<file path="src/hdl/pcf_pkg.sv">
// Package for the pitch complementary filter.
// Holds the register map, command/status structs, state codes and helpers.
// No dependencies; every other file but pcf_if refers to it by scoped names.
package pcf_pkg;

    localparam int unsigned IDX_W = 5;   // CORDIC step index, covers up to 32 steps
    localparam int unsigned CX_W  = 34;  // CORDIC x and y
    localparam int unsigned ANG_W = 33;  // angle accumulator, Q3.28 with headroom
    localparam int unsigned MA_W  = 34;  // multiplier magnitude operand
    localparam int unsigned MB_W  = 17;  // multiplier coefficient operand
    localparam int unsigned MP_W  = MA_W + MB_W;
    localparam int unsigned ACC_W = 67;  // product accumulator
    localparam int unsigned SUM_W = 48;  // saturating sums

    localparam logic signed [ANG_W-1:0] Q28_PI = 33'sd843314857;
    localparam logic [16:0] W_ONE = 17'h10000;

    typedef enum logic [2:0] {
        CFG_GYRO_SCALE,
        CFG_ACCEL_X_OFFSET,
        CFG_BLEND_WEIGHT,
        CFG_BIAS_GAIN,
        CFG_RAMP_LOWER,
        CFG_RAMP_UPPER,
        CFG_RAMP_ENABLE
    } t_cfg_idx;

    typedef struct packed {
        logic [31:0]        gyro_scale;
        logic signed [15:0] accel_x_offset;
        logic [16:0]        blend_weight;
        logic [31:0]        bias_gain;
        logic signed [31:0] ramp_lower;
        logic signed [31:0] ramp_upper;
        logic               ramp_enable;
    } t_cfg;

    typedef enum logic [2:0] {
        MS_PRED_LO,
        MS_PRED_HI,
        MS_BLEND_P,
        MS_BLEND_O,
        MS_BIAS_LO,
        MS_BIAS_HI
    } t_mul_sel;

    typedef struct packed {
        logic             load;
        logic             cord_step;
        logic [IDX_W-1:0] cord_idx;
        logic             mul_en;
        logic             acc_clr;
        t_mul_sel         mul_sel;
        logic             pred_ld;
        logic             pitch_ld;
        logic             fin;
    } t_cmd;

    typedef struct packed {
        logic out_busy;
    } t_sts;

    typedef enum logic [3:0] {
        ST_IDLE,
        ST_CORD,
        ST_PM_LO,
        ST_PM_HI,
        ST_PRED,
        ST_BM_P,
        ST_BM_O,
        ST_BLEND,
        ST_GM_LO,
        ST_GM_HI,
        ST_FIN
    } t_state;

    // arctan(2^-i) in Q3.28
    function automatic logic [ANG_W-1:0] atan_step(input logic [IDX_W-1:0] i);
        logic [ANG_W-1:0] v;
        case (i)
            5'd0: v = 33'd210828714;
            5'd1: v = 33'd124459457;
            5'd2: v = 33'd65760959;
            5'd3: v = 33'd33381290;
            5'd4: v = 33'd16755422;
            5'd5: v = 33'd8385879;
            5'd6: v = 33'd4193963;
            5'd7: v = 33'd2097109;
            5'd8: v = 33'd1048571;
            5'd9: v = 33'd524287;
            default: begin
                if (i <= 5'd28) v = 33'd1 << (5'd28 - i);
                else v = '0;
            end
        endcase
        return v;
    endfunction

    function automatic logic signed [31:0] sat32(input logic signed [SUM_W-1:0] v);
        logic signed [31:0] r;
        if (v > 48'sd2147483647) r = 32'sh7FFFFFFF;
        else if (v < -48'sd2147483648) r = 32'sh80000000;
        else r = v[31:0];
        return r;
    endfunction

endpackage

</file>
<file path="src/hdl/pcf_if.sv">
// Channel interfaces of the pitch complementary filter: sample, result, config.
// Depends on nothing; payload widths follow the field list.
interface pcf_sample_if;
    logic               valid;
    logic               ready;
    logic signed [15:0] gyro_rate;
    logic signed [15:0] accel_x;
    logic signed [15:0] accel_z;
    modport source (output valid, gyro_rate, accel_x, accel_z, input ready);
    modport sink   (input valid, gyro_rate, accel_x, accel_z, output ready);
endinterface

interface pcf_result_if;
    logic               valid;
    logic               ready;
    logic signed [31:0] pitch_angle;
    logic               on_ramp;
    logic signed [31:0] gyro_bias;
    modport source (output valid, pitch_angle, on_ramp, gyro_bias, input ready);
    modport sink   (input valid, pitch_angle, on_ramp, gyro_bias, output ready);
endinterface

interface pcf_cfg_if;
    logic        valid;
    logic        ready;
    logic [2:0]  index;
    logic [31:0] data;
    modport source (output valid, index, data, input ready);
    modport sink   (input valid, index, data, output ready);
endinterface

</file>
<file path="src/hdl/pcf_ctrl.sv">
// Sequencer of the pitch complementary filter.
// Depends on pcf_pkg; drives the datapath by t_cmd and watches t_sts.
module pcf_ctrl #(
    parameter int CORDIC_ITERATIONS = 24
) (
    input  logic          i_clk,
    input  logic          i_rst_n,
    input  logic          i_in_valid,
    output logic          o_in_ready,
    input  pcf_pkg::t_sts i_sts,
    output pcf_pkg::t_cmd o_cmd
);

    localparam int ITW = $clog2(CORDIC_ITERATIONS);
    localparam logic [ITW-1:0] LAST = ITW'(CORDIC_ITERATIONS - 1);

    pcf_pkg::t_state r_state, n_state;
    logic [ITW-1:0]  r_cnt, n_cnt;

    always_ff @(posedge i_clk) begin
        if (!i_rst_n) begin
            r_state <= pcf_pkg::ST_IDLE;
            r_cnt   <= '0;
        end else begin
            r_state <= n_state;
            r_cnt   <= n_cnt;
        end
    end

    // next state
    always_comb begin
        n_state = r_state;
        n_cnt   = r_cnt;
        case (r_state)
            pcf_pkg::ST_IDLE: begin
                n_cnt = '0;
                if (i_in_valid) n_state = pcf_pkg::ST_CORD;
            end
            pcf_pkg::ST_CORD: begin
                if (r_cnt == LAST) n_state = pcf_pkg::ST_PM_LO;
                else n_cnt = r_cnt + 1'b1;
            end
            pcf_pkg::ST_PM_LO: n_state = pcf_pkg::ST_PM_HI;
            pcf_pkg::ST_PM_HI: n_state = pcf_pkg::ST_PRED;
            pcf_pkg::ST_PRED:  n_state = pcf_pkg::ST_BM_P;
            pcf_pkg::ST_BM_P:  n_state = pcf_pkg::ST_BM_O;
            pcf_pkg::ST_BM_O:  n_state = pcf_pkg::ST_BLEND;
            pcf_pkg::ST_BLEND: n_state = pcf_pkg::ST_GM_LO;
            pcf_pkg::ST_GM_LO: n_state = pcf_pkg::ST_GM_HI;
            pcf_pkg::ST_GM_HI: n_state = pcf_pkg::ST_FIN;
            pcf_pkg::ST_FIN: begin
                if (!i_sts.out_busy) n_state = pcf_pkg::ST_IDLE;
            end
            default: n_state = pcf_pkg::ST_IDLE;
        endcase
    end

    // outputs
    always_comb begin
        o_cmd          = '0;
        o_cmd.mul_sel  = pcf_pkg::MS_PRED_LO;
        o_cmd.cord_idx = pcf_pkg::IDX_W'(r_cnt);
        o_in_ready     = 1'b0;
        case (r_state)
            pcf_pkg::ST_IDLE: begin
                o_in_ready = 1'b1;
                o_cmd.load = i_in_valid;
            end
            pcf_pkg::ST_CORD: o_cmd.cord_step = 1'b1;
            pcf_pkg::ST_PM_LO: begin
                o_cmd.mul_en  = 1'b1;
                o_cmd.acc_clr = 1'b1;
                o_cmd.mul_sel = pcf_pkg::MS_PRED_LO;
            end
            pcf_pkg::ST_PM_HI: begin
                o_cmd.mul_en  = 1'b1;
                o_cmd.mul_sel = pcf_pkg::MS_PRED_HI;
            end
            pcf_pkg::ST_PRED: o_cmd.pred_ld = 1'b1;
            pcf_pkg::ST_BM_P: begin
                o_cmd.mul_en  = 1'b1;
                o_cmd.acc_clr = 1'b1;
                o_cmd.mul_sel = pcf_pkg::MS_BLEND_P;
            end
            pcf_pkg::ST_BM_O: begin
                o_cmd.mul_en  = 1'b1;
                o_cmd.mul_sel = pcf_pkg::MS_BLEND_O;
            end
            pcf_pkg::ST_BLEND: o_cmd.pitch_ld = 1'b1;
            pcf_pkg::ST_GM_LO: begin
                o_cmd.mul_en  = 1'b1;
                o_cmd.acc_clr = 1'b1;
                o_cmd.mul_sel = pcf_pkg::MS_BIAS_LO;
            end
            pcf_pkg::ST_GM_HI: begin
                o_cmd.mul_en  = 1'b1;
                o_cmd.mul_sel = pcf_pkg::MS_BIAS_HI;
            end
            pcf_pkg::ST_FIN: o_cmd.fin = !i_sts.out_busy;
            default: o_cmd = '0;
        endcase
    end

endmodule

</file>
<file path="src/hdl/pcf_dp.sv">
// Datapath of the pitch complementary filter: CORDIC, shared multiplier,
// filter state and result register. Depends on pcf_pkg; driven by pcf_ctrl.
module pcf_dp (
    input  logic               i_clk,
    input  logic               i_rst_n,
    input  pcf_pkg::t_cmd      i_cmd,
    input  pcf_pkg::t_cfg      i_cfg,
    input  logic signed [15:0] i_gyro_rate,
    input  logic signed [15:0] i_accel_x,
    input  logic signed [15:0] i_accel_z,
    output pcf_pkg::t_sts      o_sts,
    output logic               o_valid,
    input  logic               i_ready,
    output logic signed [31:0] o_pitch_angle,
    output logic               o_on_ramp,
    output logic signed [31:0] o_gyro_bias
);

    localparam int unsigned CX_W  = pcf_pkg::CX_W;
    localparam int unsigned ANG_W = pcf_pkg::ANG_W;
    localparam int unsigned MA_W  = pcf_pkg::MA_W;
    localparam int unsigned MB_W  = pcf_pkg::MB_W;
    localparam int unsigned MP_W  = pcf_pkg::MP_W;
    localparam int unsigned ACC_W = pcf_pkg::ACC_W;
    localparam int unsigned SUM_W = pcf_pkg::SUM_W;
    localparam int unsigned RND_W = ACC_W - 28;

    logic signed [CX_W-1:0]  r_x, r_y;
    logic signed [ANG_W-1:0] r_z;
    logic                    r_zero;
    logic signed [33:0]      r_diff;
    logic signed [31:0]      r_pred;
    logic signed [ACC_W-1:0] r_acc;
    logic signed [31:0]      r_pitch, r_bias;
    logic                    r_flag;
    logic                    r_out_valid;
    logic signed [31:0]      r_out_pitch, r_out_bias;
    logic                    r_out_flag;

    // sample load
    logic signed [16:0]     w_y17;
    logic signed [CX_W-1:0] w_x0, w_y0;
    assign w_y17 = 17'(i_accel_x) - 17'(i_cfg.accel_x_offset);
    assign w_x0  = CX_W'(i_accel_z) <<< 14;
    assign w_y0  = CX_W'(w_y17) <<< 14;

    // one CORDIC rotation
    logic signed [CX_W-1:0]  w_xs, w_ys;
    logic signed [ANG_W-1:0] w_at;
    assign w_xs = r_x >>> i_cmd.cord_idx;
    assign w_ys = r_y >>> i_cmd.cord_idx;
    assign w_at = signed'(pcf_pkg::atan_step(i_cmd.cord_idx));

    logic signed [ANG_W-1:0] w_obs;
    assign w_obs = r_zero ? '0 : r_z;

    // shared multiplier operands
    logic [16:0]        w_w, w_wc;
    logic signed [33:0] w_pred34, w_obs34, w_err;
    assign w_w      = (i_cfg.blend_weight > pcf_pkg::W_ONE) ? pcf_pkg::W_ONE
                                                            : i_cfg.blend_weight;
    assign w_wc     = pcf_pkg::W_ONE - w_w;
    assign w_pred34 = 34'(r_pred);
    assign w_obs34  = 34'(w_obs);
    assign w_err    = w_pred34 - w_obs34;

    logic [MA_W-1:0] w_diff_mag, w_pred_mag, w_obs_mag, w_err_mag;
    assign w_diff_mag = r_diff[33]   ? MA_W'(-r_diff)   : MA_W'(r_diff);
    assign w_pred_mag = w_pred34[33] ? MA_W'(-w_pred34) : MA_W'(w_pred34);
    assign w_obs_mag  = w_obs34[33]  ? MA_W'(-w_obs34)  : MA_W'(w_obs34);
    assign w_err_mag  = w_err[33]    ? MA_W'(-w_err)    : MA_W'(w_err);

    logic [MA_W-1:0] w_ma;
    logic [MB_W-1:0] w_mb;
    logic            w_hi, w_neg;
    always_comb begin
        w_ma  = w_diff_mag;
        w_mb  = {1'b0, i_cfg.gyro_scale[15:0]};
        w_hi  = 1'b0;
        w_neg = 1'b0;
        case (i_cmd.mul_sel)
            pcf_pkg::MS_PRED_LO: ;
            pcf_pkg::MS_PRED_HI: begin
                w_mb = {1'b0, i_cfg.gyro_scale[31:16]};
                w_hi = 1'b1;
            end
            pcf_pkg::MS_BLEND_P: begin
                w_ma  = w_pred_mag;
                w_mb  = w_w;
                w_neg = w_pred34[33];
            end
            pcf_pkg::MS_BLEND_O: begin
                w_ma  = w_obs_mag;
                w_mb  = w_wc;
                w_neg = w_obs34[33];
            end
            pcf_pkg::MS_BIAS_LO: begin
                w_ma = w_err_mag;
                w_mb = {1'b0, i_cfg.bias_gain[15:0]};
            end
            pcf_pkg::MS_BIAS_HI: begin
                w_ma = w_err_mag;
                w_mb = {1'b0, i_cfg.bias_gain[31:16]};
                w_hi = 1'b1;
            end
            default: ;
        endcase
    end

    logic [MP_W-1:0]         w_prod;
    logic signed [ACC_W-1:0] w_term, w_acc_base;
    assign w_prod     = MP_W'(w_ma) * MP_W'(w_mb);
    assign w_term     = signed'(ACC_W'(w_prod) << (w_hi ? 16 : 0));
    assign w_acc_base = i_cmd.acc_clr ? '0 : r_acc;

    // accumulator holds a magnitude product: round to Q28 and restore the sign
    logic [ACC_W-1:0]        w_rnd;
    logic [RND_W-1:0]        w_mag;
    logic signed [SUM_W-1:0] w_mag_s, w_delta_pred, w_delta_bias;
    assign w_rnd        = r_acc + (ACC_W'(1) << 27);
    assign w_mag        = w_rnd[ACC_W-1:28];
    assign w_mag_s      = signed'(SUM_W'(w_mag));
    assign w_delta_pred = r_diff[33] ? -w_mag_s : w_mag_s;
    assign w_delta_bias = w_err[33]  ? -w_mag_s : w_mag_s;

    logic signed [31:0]      w_pred_new, w_bias_new, w_pitch_new;
    logic signed [ACC_W-1:0] w_blend;
    assign w_pred_new  = pcf_pkg::sat32(SUM_W'(r_pitch) + w_delta_pred);
    assign w_bias_new  = pcf_pkg::sat32(SUM_W'(r_bias) + w_delta_bias);
    assign w_blend     = (r_acc + ACC_W'(32768)) >>> 16;
    assign w_pitch_new = pcf_pkg::sat32(w_blend[SUM_W-1:0]);

    logic w_flag_new;
    always_comb begin
        w_flag_new = r_flag;
        if (i_cfg.ramp_enable) begin
            if (r_flag) begin
                if (r_pitch < i_cfg.ramp_lower) w_flag_new = 1'b0;
            end else begin
                if (r_pitch > i_cfg.ramp_upper) w_flag_new = 1'b1;
            end
        end
    end

    // CORDIC, product, prediction and result registers
    always_ff @(posedge i_clk) begin
        if (i_cmd.load) begin
            r_zero <= (w_y17 == '0) && (i_accel_z == '0);
            r_diff <= (34'(i_gyro_rate) <<< 16) - 34'(r_bias);
            if (i_accel_z < 0) begin
                r_x <= -w_x0;
                r_y <= -w_y0;
                r_z <= (w_y17 >= 0) ? pcf_pkg::Q28_PI : -pcf_pkg::Q28_PI;
            end else begin
                r_x <= w_x0;
                r_y <= w_y0;
                r_z <= '0;
            end
        end else if (i_cmd.cord_step) begin
            if (r_y > 0) begin
                r_x <= r_x + w_ys;
                r_y <= r_y - w_xs;
                r_z <= r_z + w_at;
            end else begin
                r_x <= r_x - w_ys;
                r_y <= r_y + w_xs;
                r_z <= r_z - w_at;
            end
        end
        if (i_cmd.mul_en) r_acc <= w_neg ? w_acc_base - w_term : w_acc_base + w_term;
        if (i_cmd.pred_ld) r_pred <= w_pred_new;
        if (i_cmd.fin) begin
            r_out_pitch <= r_pitch;
            r_out_bias  <= w_bias_new;
            r_out_flag  <= w_flag_new;
        end
    end

    // filter state and result handshake
    always_ff @(posedge i_clk) begin
        if (!i_rst_n) begin
            r_pitch     <= '0;
            r_bias      <= '0;
            r_flag      <= 1'b0;
            r_out_valid <= 1'b0;
        end else begin
            if (i_cmd.pitch_ld) r_pitch <= w_pitch_new;
            if (i_cmd.fin) begin
                r_bias      <= w_bias_new;
                r_flag      <= w_flag_new;
                r_out_valid <= 1'b1;
            end else if (i_ready) begin
                r_out_valid <= 1'b0;
            end
        end
    end

    assign o_sts.out_busy = r_out_valid && !i_ready;
    assign o_valid        = r_out_valid;
    assign o_pitch_angle  = r_out_pitch;
    assign o_on_ramp      = r_out_flag;
    assign o_gyro_bias    = r_out_bias;

endmodule

</file>
<file path="src/hdl/pitch_complementary_filter_top.sv">
// Top level of the pitch complementary filter: register file and wiring.
// Depends on pcf_pkg, the pcf_*_if interfaces, pcf_ctrl and pcf_dp.
//
//   port       dir  payload                              beat when
//   i_sample   in   gyro_rate, accel_x, accel_z          valid && ready
//   o_result   out  pitch_angle, on_ramp, gyro_bias      valid && ready
//   i_cfg      in   index (3 b), data (32 b)             valid && ready
//
// Each sample runs the CORDIC rotations followed by six passes of the shared
// 34x17 multiplier. Samples are taken one at a time; the result sits in an
// output register. A stalled result holds the last step until it is taken.
// Reset clears pitch, bias and flag and loads the register defaults;
// the config channel never stalls.
module pitch_complementary_filter_top #(
    parameter int CORDIC_ITERATIONS = 24
) (
    input  logic          i_clk,
    input  logic          i_rst_n,
    pcf_sample_if.sink    i_sample,
    pcf_result_if.source  o_result,
    pcf_cfg_if.sink       i_cfg
);

    pcf_pkg::t_cfg r_cfg;
    pcf_pkg::t_cmd w_cmd;
    pcf_pkg::t_sts w_sts;

    assign i_cfg.ready = 1'b1;

    always_ff @(posedge i_clk) begin
        if (!i_rst_n) begin
            r_cfg.gyro_scale     <= '0;
            r_cfg.accel_x_offset <= '0;
            r_cfg.blend_weight   <= 17'd62259;
            r_cfg.bias_gain      <= '0;
            r_cfg.ramp_lower     <= 32'sd26843546;
            r_cfg.ramp_upper     <= 32'sd53687091;
            r_cfg.ramp_enable    <= 1'b0;
        end else if (i_cfg.valid) begin
            case (i_cfg.index)
                pcf_pkg::CFG_GYRO_SCALE:     r_cfg.gyro_scale     <= i_cfg.data;
                pcf_pkg::CFG_ACCEL_X_OFFSET: r_cfg.accel_x_offset <= i_cfg.data[15:0];
                pcf_pkg::CFG_BLEND_WEIGHT:   r_cfg.blend_weight   <= i_cfg.data[16:0];
                pcf_pkg::CFG_BIAS_GAIN:      r_cfg.bias_gain      <= i_cfg.data;
                pcf_pkg::CFG_RAMP_LOWER:     r_cfg.ramp_lower     <= i_cfg.data;
                pcf_pkg::CFG_RAMP_UPPER:     r_cfg.ramp_upper     <= i_cfg.data;
                pcf_pkg::CFG_RAMP_ENABLE:    r_cfg.ramp_enable    <= i_cfg.data[0];
                default: ;  // drop writes to unmapped indexes
            endcase
        end
    end

    pcf_ctrl #(
        .CORDIC_ITERATIONS(CORDIC_ITERATIONS)
    ) u_ctrl (
        .i_clk      (i_clk),
        .i_rst_n    (i_rst_n),
        .i_in_valid (i_sample.valid),
        .o_in_ready (i_sample.ready),
        .i_sts      (w_sts),
        .o_cmd      (w_cmd)
    );

    pcf_dp u_dp (
        .i_clk         (i_clk),
        .i_rst_n       (i_rst_n),
        .i_cmd         (w_cmd),
        .i_cfg         (r_cfg),
        .i_gyro_rate   (i_sample.gyro_rate),
        .i_accel_x     (i_sample.accel_x),
        .i_accel_z     (i_sample.accel_z),
        .o_sts         (w_sts),
        .o_valid       (o_result.valid),
        .i_ready       (o_result.ready),
        .o_pitch_angle (o_result.pitch_angle),
        .o_on_ramp     (o_result.on_ramp),
        .o_gyro_bias   (o_result.gyro_bias)
    );

endmodule

</file>
<file path="src/flat_wrapper.sv">
// flat-port wrapper written by rule: the top's interface ports become plain ports
module pitch_complementary_filter_top_flat 
#(
    parameter int CORDIC_ITERATIONS = 24
)
  (i_clk, i_rst_n, i_sample_valid, i_sample_gyro_rate, i_sample_accel_x, i_sample_accel_z, i_sample_ready, o_result_valid, o_result_pitch_angle, o_result_on_ramp, o_result_gyro_bias, o_result_ready, i_cfg_valid, i_cfg_index, i_cfg_data, i_cfg_ready);
  pcf_sample_if i_sample_i ();
  pcf_result_if o_result_i ();
  pcf_cfg_if i_cfg_i ();
  input  logic i_clk;
  input  logic i_rst_n;
  input wire logic [$bits(i_sample_i.valid)-1:0] i_sample_valid;
  input wire logic [$bits(i_sample_i.gyro_rate)-1:0] i_sample_gyro_rate;
  input wire logic [$bits(i_sample_i.accel_x)-1:0] i_sample_accel_x;
  input wire logic [$bits(i_sample_i.accel_z)-1:0] i_sample_accel_z;
  output wire logic [$bits(i_sample_i.ready)-1:0] i_sample_ready;
  output wire logic [$bits(o_result_i.valid)-1:0] o_result_valid;
  output wire logic [$bits(o_result_i.pitch_angle)-1:0] o_result_pitch_angle;
  output wire logic [$bits(o_result_i.on_ramp)-1:0] o_result_on_ramp;
  output wire logic [$bits(o_result_i.gyro_bias)-1:0] o_result_gyro_bias;
  input wire logic [$bits(o_result_i.ready)-1:0] o_result_ready;
  input wire logic [$bits(i_cfg_i.valid)-1:0] i_cfg_valid;
  input wire logic [$bits(i_cfg_i.index)-1:0] i_cfg_index;
  input wire logic [$bits(i_cfg_i.data)-1:0] i_cfg_data;
  output wire logic [$bits(i_cfg_i.ready)-1:0] i_cfg_ready;
  assign i_sample_i.valid = i_sample_valid;
  assign i_sample_i.gyro_rate = i_sample_gyro_rate;
  assign i_sample_i.accel_x = i_sample_accel_x;
  assign i_sample_i.accel_z = i_sample_accel_z;
  assign i_sample_ready = i_sample_i.ready;
  assign o_result_valid = o_result_i.valid;
  assign o_result_pitch_angle = o_result_i.pitch_angle;
  assign o_result_on_ramp = o_result_i.on_ramp;
  assign o_result_gyro_bias = o_result_i.gyro_bias;
  assign o_result_i.ready = o_result_ready;
  assign i_cfg_i.valid = i_cfg_valid;
  assign i_cfg_i.index = i_cfg_index;
  assign i_cfg_i.data = i_cfg_data;
  assign i_cfg_ready = i_cfg_i.ready;
  pitch_complementary_filter_top #(.CORDIC_ITERATIONS(CORDIC_ITERATIONS)) u_core (.i_clk(i_clk), .i_rst_n(i_rst_n), .i_sample(i_sample_i), .o_result(o_result_i), .i_cfg(i_cfg_i));
endmodule
</file>
<file path="config.mk">
export PLATFORM = sky130hd
export DESIGN_NAME = pitch_complementary_filter_top_flat
export DESIGN_NICKNAME = d
export VERILOG_FILES = /design/src/hdl/pcf_pkg.sv /design/src/hdl/pcf_if.sv /design/src/hdl/pcf_ctrl.sv /design/src/hdl/pcf_dp.sv /design/src/hdl/pitch_complementary_filter_top.sv /design/src/flat_wrapper.sv
export SDC_FILE = /design/constraint.sdc
export NUM_CORES = 2
export LEC_CHECK = 0
export BUFFER_PORTS_ARGS = -buffer_cell sky130_fd_sc_hd__buf_4
export CAP_MARGIN = 10
export CORE_AREA = 2 2 504 506
export CTS_CLUSTER_DIAMETER = 60
export DETAILED_ROUTE_END_ITERATION = 10
export DIE_AREA = 0 0 506 508
export PLACE_DENSITY_LB_ADDON = 0.25
export SLEW_MARGIN = 30
export SYNTH_ARGS = -nofsm -noshare
export SYNTH_HDL_FRONTEND = slang
export SYNTH_SLANG_ARGS = --single-unit
</file>
<file path="constraint.sdc">
create_clock -name i_clk -period 22.1 [get_ports i_clk]
set_clock_uncertainty 0.05 [all_clocks]
set_input_delay 2.21 -clock i_clk [delete_from_list [all_inputs] [get_ports i_clk]]
set_output_delay 2.21 -clock i_clk [all_outputs]
set_load 0.03 [all_outputs]
</file>
* Yosys cells after proc, flatten, opt, wreduce, memory -nomap -nowiden
Cells that the tools add are included. W data, S select, Z words.
Word-level totals: logic and storage cells 184, register bits 537, output and inout port bits 68, input port bits 88
Cells by class: add/sub/neg operators 25, multipliers 1, eq/ne operators 35, multiplexer cells 57, reduce and logical (&&, ||, !) cells 26, shift-type cells 4, magnitude comparators 13
Operators by type and width (number):
- $mux W34 | 12
- $pmux W33 S10 | 1
- $mux W33 | 7
- $mux W32 | 5
- $gt A48 B32 Y1 const B | 3
- $lt A48 B32 Y1 const B | 3
- $mux W67 | 2
- $pmux W34 S3 | 1
- $add A32 B48 Y48 | 2
- $mux W48 | 2
- $pmux W17 S5 | 1
- $add A34 B34 Y34 | 2
- $neg A34 Y34 | 2
- $sshr A34 B5 Y34 | 2
- $sub A34 B34 Y34 | 2
- $add A67 B29 Y67 const B | 1
- $add A67 B67 Y67 | 1
- $shl A51 B5 Y67 | 1
- $sub A67 B67 Y67 | 1
- $add A64 B17 Y64 const B | 1
- $mul A34 B17 Y51 | 1
- $neg A39 Y48 | 1
- $pmux W4 S11 | 1
- $gt A34 B1 Y1 const B | 1
- 53 further kinds | 105

* Logic depth before layout (Yosys ltp)
word-level depth 11, depth in mapped cells 63, depth with buffers taken out 56

* By module
From an unflattened synthesis, not the netlist that was laid out.
Second synthesis, totals: cells, all modules 9168, area total of the unflattened synthesis 75648.8 um^2
By module, submodules not included:
- pcf_dp | instances 1, seq. area each 10299.9 um^2, area each 68793.5 um^2, cells an instance 8488
- pitch_complementary_filter_top | instances 1, seq. area each 3243.1 um^2, area each 6187.2 um^2, cells an instance 596
- pcf_ctrl | instances 1, seq. area each 180.2 um^2, area each 668.1 um^2, cells an instance 84

* Worst setup path after synthesis
Ideal clock, no wire load.
path kind register -> register, from register u_core.u_dp.r_zero, to register u_core.u_dp.r_acc[66], data pin, library setup time 258 ps, path slack 7761 ps, data arrival time 14032 ps, required time 21792 ps, buffers on the path 6, cell stages (with the launch flop) 58, period minus slack after synthesis 14339 ps, path through edfxtp_1 -> inv_1 -> clkbuf_1 -> clkbuf_1 -> clkbuf_1 -> nand2_1 -> ha_1 -> nor2b_1 -> o21a_1 -> o21a_1 -> o41a_1 -> o2111ai_1 -> a21oi_1 -> or3_1 -> a2111oi_2 -> nor2b_1 -> nand4_1 -> o21ai_0 -> [... 22 more ...] -> nand2b_1 -> nor3_1 -> a31oi_1 -> xor2_1 -> ha_1 -> clkbuf_1 -> nand4_1 -> nor2b_1 -> inv_1 -> or3_1 -> o21bai_1 -> a311oi_1 -> o31a_1 -> o21ai_1 -> a311oi_1 -> a211oi_1 -> xnor2_1 -> xnor2_1
Between the ends: cells in the longest elaborated chain, start to end 9, elaborated cells between the ends (all ways) 13, classes of those cells add/sub: 5; mul: 1; shift: 1; mux: 6
RTL lines:
- start, declared | line pcf_dp.sv:30 | logic r_zero;
- start signal, assigned | line pcf_dp.sv:148 | r_zero <= (w_y17 == '0) && (i_accel_z == '0);
- $mux W33 * | line pcf_dp.sv:55 | assign w_obs = r_zero ? '0 : r_z;
- $sub A32 B33 Y34 | line pcf_dp.sv:65 | assign w_err = w_pred34 - w_obs34;
- $neg A34 Y34 | line pcf_dp.sv:71 | assign w_err_mag = w_err[33] ? MA_W'(-w_err) : MA_W'(w_err);
- $mux W34 | line pcf_dp.sv:71
- $pmux W34 S3 | line pcf_dp.sv:81 | case (i_cmd.mul_sel)
- $mul A34 B17 Y51 | line pcf_dp.sv:112 | assign w_prod = MP_W'(w_ma) * MP_W'(w_mb);
- $shl A51 B5 Y67 | line pcf_dp.sv:113 | assign w_term = signed'(ACC_W'(w_prod) << (w_hi ? 16 : 0));
- $add A67 B67 Y67 / $sub A67 B67 Y67 (equally long branches) | line pcf_dp.sv:170 | if (i_cmd.mul_en) r_acc <= w_neg ? w_acc_base - w_term : w_acc_base + w_term;
- $mux W67 * | line pcf_dp.sv:170
- end signal, assigned | line pcf_dp.sv:170
- end, declared | line pcf_dp.sv:33 | logic signed [ACC_W-1:0] r_acc;
Every way passes the cells marked *; elsewhere a longest branch is shown, timed or not. A chain may end at the register's enable or synchronous reset.

* Worst setup path after layout
Ends and elaborated chain as after synthesis.

==> out/metrics.csv <==
stage;metric;value;unit
status;status;finished, final reports clean;
finish;final_area;0.0832;mm²
timing;finalCriticalPeriod;16.77;ns
timing;setup_viol;0;
detailed_routing;via_per_inst;5.49;
critical_path;r2r_start;u_core.u_dp.r_zero;
detailed_routing;num_vias;70062;
clock_tree;cts_root_buf;clkbuf_16;
clock_tree;clk_path_buf_depth;3;
clock_tree;cts_tree;done;
critical_path;reg2reg_depth;53;
finish;num-nets-final;10402;
synth;syn_area;0.0751;mm²
floorplanning;placementRows;185;
synth;synth_nets;10490;
hold_path;hp-start;u_core.r_cfg[87];
clock_tree;clk_transition_reported_paths;0.06;ns
global_routing;globalRouteTotalUtil;22.5;%
placement;gp_congestion;0.944;
hold_path;hold_depth;2;
detailed_routing;wire_per_inst;23.3;µm
clock_tree;cts_sinks;536;
placement;pre_cts_ws;5.57;ns
critical_path;crit_type;reg -> reg;
floorplanning;design.core.area;0.252;mm²
finish;area_growth;10.9;%
detailed_routing;final_antenna_net_count;0;
synth;synth_area_per_cell;8.00;µm²
placement;dp_hpwl;234000;µm
timing;worstMarginPinSlew;1.03;ns
finish;fillers;26661;
critical_path;cp_data_required_time;22.56;ns
timing;slew_viol_final;0;
synth;async_flop_share;0;%
critical_path;cp.arrival;17.23;ns
critical_path;path_common_cell;fa_1;
critical_path;reg2reg_slack;5.33;ns
detailed_routing;drt_drc_violations_left;0;
clock_tree;hold_buffers;0;
floorplanning;die_w;506;µm
timing;setup_ws;5.33;ns
synth;postSynthCellCount;9387;
clock_tree;post_cts_resized;0;
synth;synth_flop_cell;edfxtp_1;
critical_path;path_max_fanout;47;
timing;hold_viol_final;0;
detailed_routing;drt-initial-drc-count;5693;
synth;synth_edf_count;299;
run;max-cap-violations;0;
synth;post_synth_num_cell_types;117;
synth;ys_seq_area_share;18.3;%
critical_path;crit_slowest_cell;a211oi_1;
clock_tree;post-cts-setup-buffer-count;0;
global_routing;grt_pass1_wl;445000;µm
synth;yosysWarningCount;0;
global_routing;grt-ovfl-total;0;
placement;port_buffers;154;
finish;drive_above_1_share;8.06;%
floorplanning;die_area;0.257;mm²
critical_path;r2r-end;u_core.u_dp.r_acc[66];
detailed_routing;routed_wl;297000;µm
synth;ys_ff_latch;536;
finish;final_common_cell;nand2_1;
clock_tree;numCtsBuffers;89;
hold_path;hold_path.class;reg -> reg;
global_routing;grt_start_max_net_pins;99;
global_routing;grt_pass1_vias;69014;
finish;final_cell_mix;nand2_1 (1,315), inv_1 (801), nor2_1 (571), a21oi_1 (549), ha_1 (528);
timing;rsz0062_at_grt;no;
critical_path;start_kind;flop;
timing;fin_crit_sh;75.9;%
detailed_routing;dr.pass1.iters;6;
critical_path;cpPeakStageDelay;0.75;ns
hold_path;hold_end;u_core.r_cfg[87];
floorplanning;initial_core_util;29.7;%
global_routing;grt_antenna_before_repair;25;
timing;clock.fmax;59.6;MHz
timing;max_slew_margin;31.5;%
critical_path;cp-end-kind;flop;
placement;placed_area;0.0800;mm²
floorplanning;dieHeight;508;µm
floorplanning;pin_count;156;
clock_tree;h-tree-depth;3;
clock_tree;clk_latency;0.76;ns
timing;tns;0;ns
worst max-delay path, delay by kind of cell, from the launching register on:
kind / cells / cell delay, ns
XOR/XNOR: 3 / 0.44
AO/OA/AOI/OAI: 20 / 6.06
buffers and inverters: 7 / 1.84
flip-flops: 1 / 0.54
AND/OR/NAND/NOR: 14 / 3.23
adder cells (fa/ha/maj): 9 / 4.27
how the worst max path moves through the flow:
| stage | from | to | slack [ns] | depth (start not counted) |
|---|---|---|---|---|
| 2_1_floorplan | u_core.u_dp.r_zero | u_core.u_dp.r_acc[66] | 7.76 | 57 |
| 3_3_place_gp | u_core.u_dp.r_zero | u_core.u_dp.r_acc[66] | 5.61 | 53 |
| 3_5_place_dp | u_core.u_dp.r_zero | u_core.u_dp.r_acc[66] | 5.57 | 53 |
| 4_1_cts | u_core.u_dp.r_zero | u_core.u_dp.r_acc[66] | 5.49 | 53 |
| 5_1_grt | u_core.u_dp.r_zero | u_core.u_dp.r_acc[66] | 4.26 | 55 |
| 6_report | u_core.u_dp.r_zero | u_core.u_dp.r_acc[66] | 5.33 | 53 |
cell type report:
| class | count | area (µm²) | area share [%] |
|---|---|---|---|
| Timing Repair Buffer | 308 | 2340 | 2.82 |
| Clock inverter | 62 | 779 | 0.936 |
| Multi-Input combinational cell | 7556 | 56700 | 68.2 |
| Antenna cell | 11 | 27.5 | 0.0331 |
| Clock buffer | 105 | 2370 | 2.85 |
| Tap cell | 3366 | 4210 | 5.06 |
| Sequential cell | 536 | 13700 | 16.5 |
| Inverter | 808 | 3040 | 3.65 |
cell usage after synthesis, drive strengths merged (26+ instances only):
master	n	area, µm²
nor2b	95	594
or3	65	417
xnor2	404	3550
mux2i	77	774
nand4	109	688
mux4	42	946
o211ai	77	578
or2	40	250
o22ai	62	388
a31oi	87	544
a211oi	92	701
nand2	1318	4950
edfxtp	299	8980
o31ai	70	531
nor4	55	378
o21a	69	518
a21boi	146	1100
o41ai	26	250
o221a	35	394
nand3	191	956
ha	528	6610
xor2	365	3210
and3	70	443
buf	98	497
nand2b	124	776
nor2	581	2190
fa	487	9750
a21oi	582	3010
nor3	162	837
o21bai	62	465
clkbuf	389	1460
a221oi	27	243
o21ai	558	2810
dfxtp	237	4740
a21o	235	1770
and2	283	1770
inv	804	3020
layer usage:
layer / global-route usage (%) / wire [µm] / part of all wire (%)
met1: 29.4 / 129000 / 43
met2: 35.9 / 134000 / 45
met3: 3.47 / 18400 / 6.2
met4: 11.3 / 15400 / 5.2
met5: 0 / 13 / 0.0044
cell families after synthesis:
logic type | Yosys count | synth area share, %
buffers and inverters | 1295 | 6.65
AO/OA/AOI/OAI | 2415 | 21.3
multiplexers | 144 | 2.67
adder cells (fa/ha/maj) | 1015 | 21.8
AND/OR/NAND/NOR | 3211 | 20.3
flip-flops | 536 | 18.3
other | 2 | 0.0100
XOR/XNOR | 769 | 9.00
registers in the layout (all words and copies together) (netlist names):
register and cells:
u_core.u_dp.o_valid 1, u_core.u_dp.o_pitch_angle 32, u_core.u_dp.r_zero 1, u_core.r_cfg 162
u_core.u_dp.r_bias 32, u_core.u_dp.r_diff 33, u_core.u_dp.r_pitch 32, u_core.u_dp.r_pred 32
u_core.u_ctrl.r_state 4, u_core.u_dp.r_x 34, u_core.u_dp.r_z 33, u_core.u_dp.r_y 34
u_core.u_ctrl.r_cnt 5, u_core.u_dp.o_on_ramp 1, u_core.u_dp.r_flag 1, u_core.u_dp.o_gyro_bias 32
u_core.u_dp.r_acc 67
through the flow:
stage | util, % | std cells | hold slack (ns)
6_report | 33.0 | 12752 | 0.413
5_1_grt | 33.0 | 12750 | 0.438
4_1_cts | 33.0 | 12741 | 0.416
3_5_place_dp | 31.7 | 12574 | 0.407
3_3_place_gp | 31.7 | 12572 | 0.398
2_1_floorplan | - | 9387 | 0.389
Power is not shown: default switching activity piles up to over one toggle a cycle in this logic, so the estimate is an artifact.
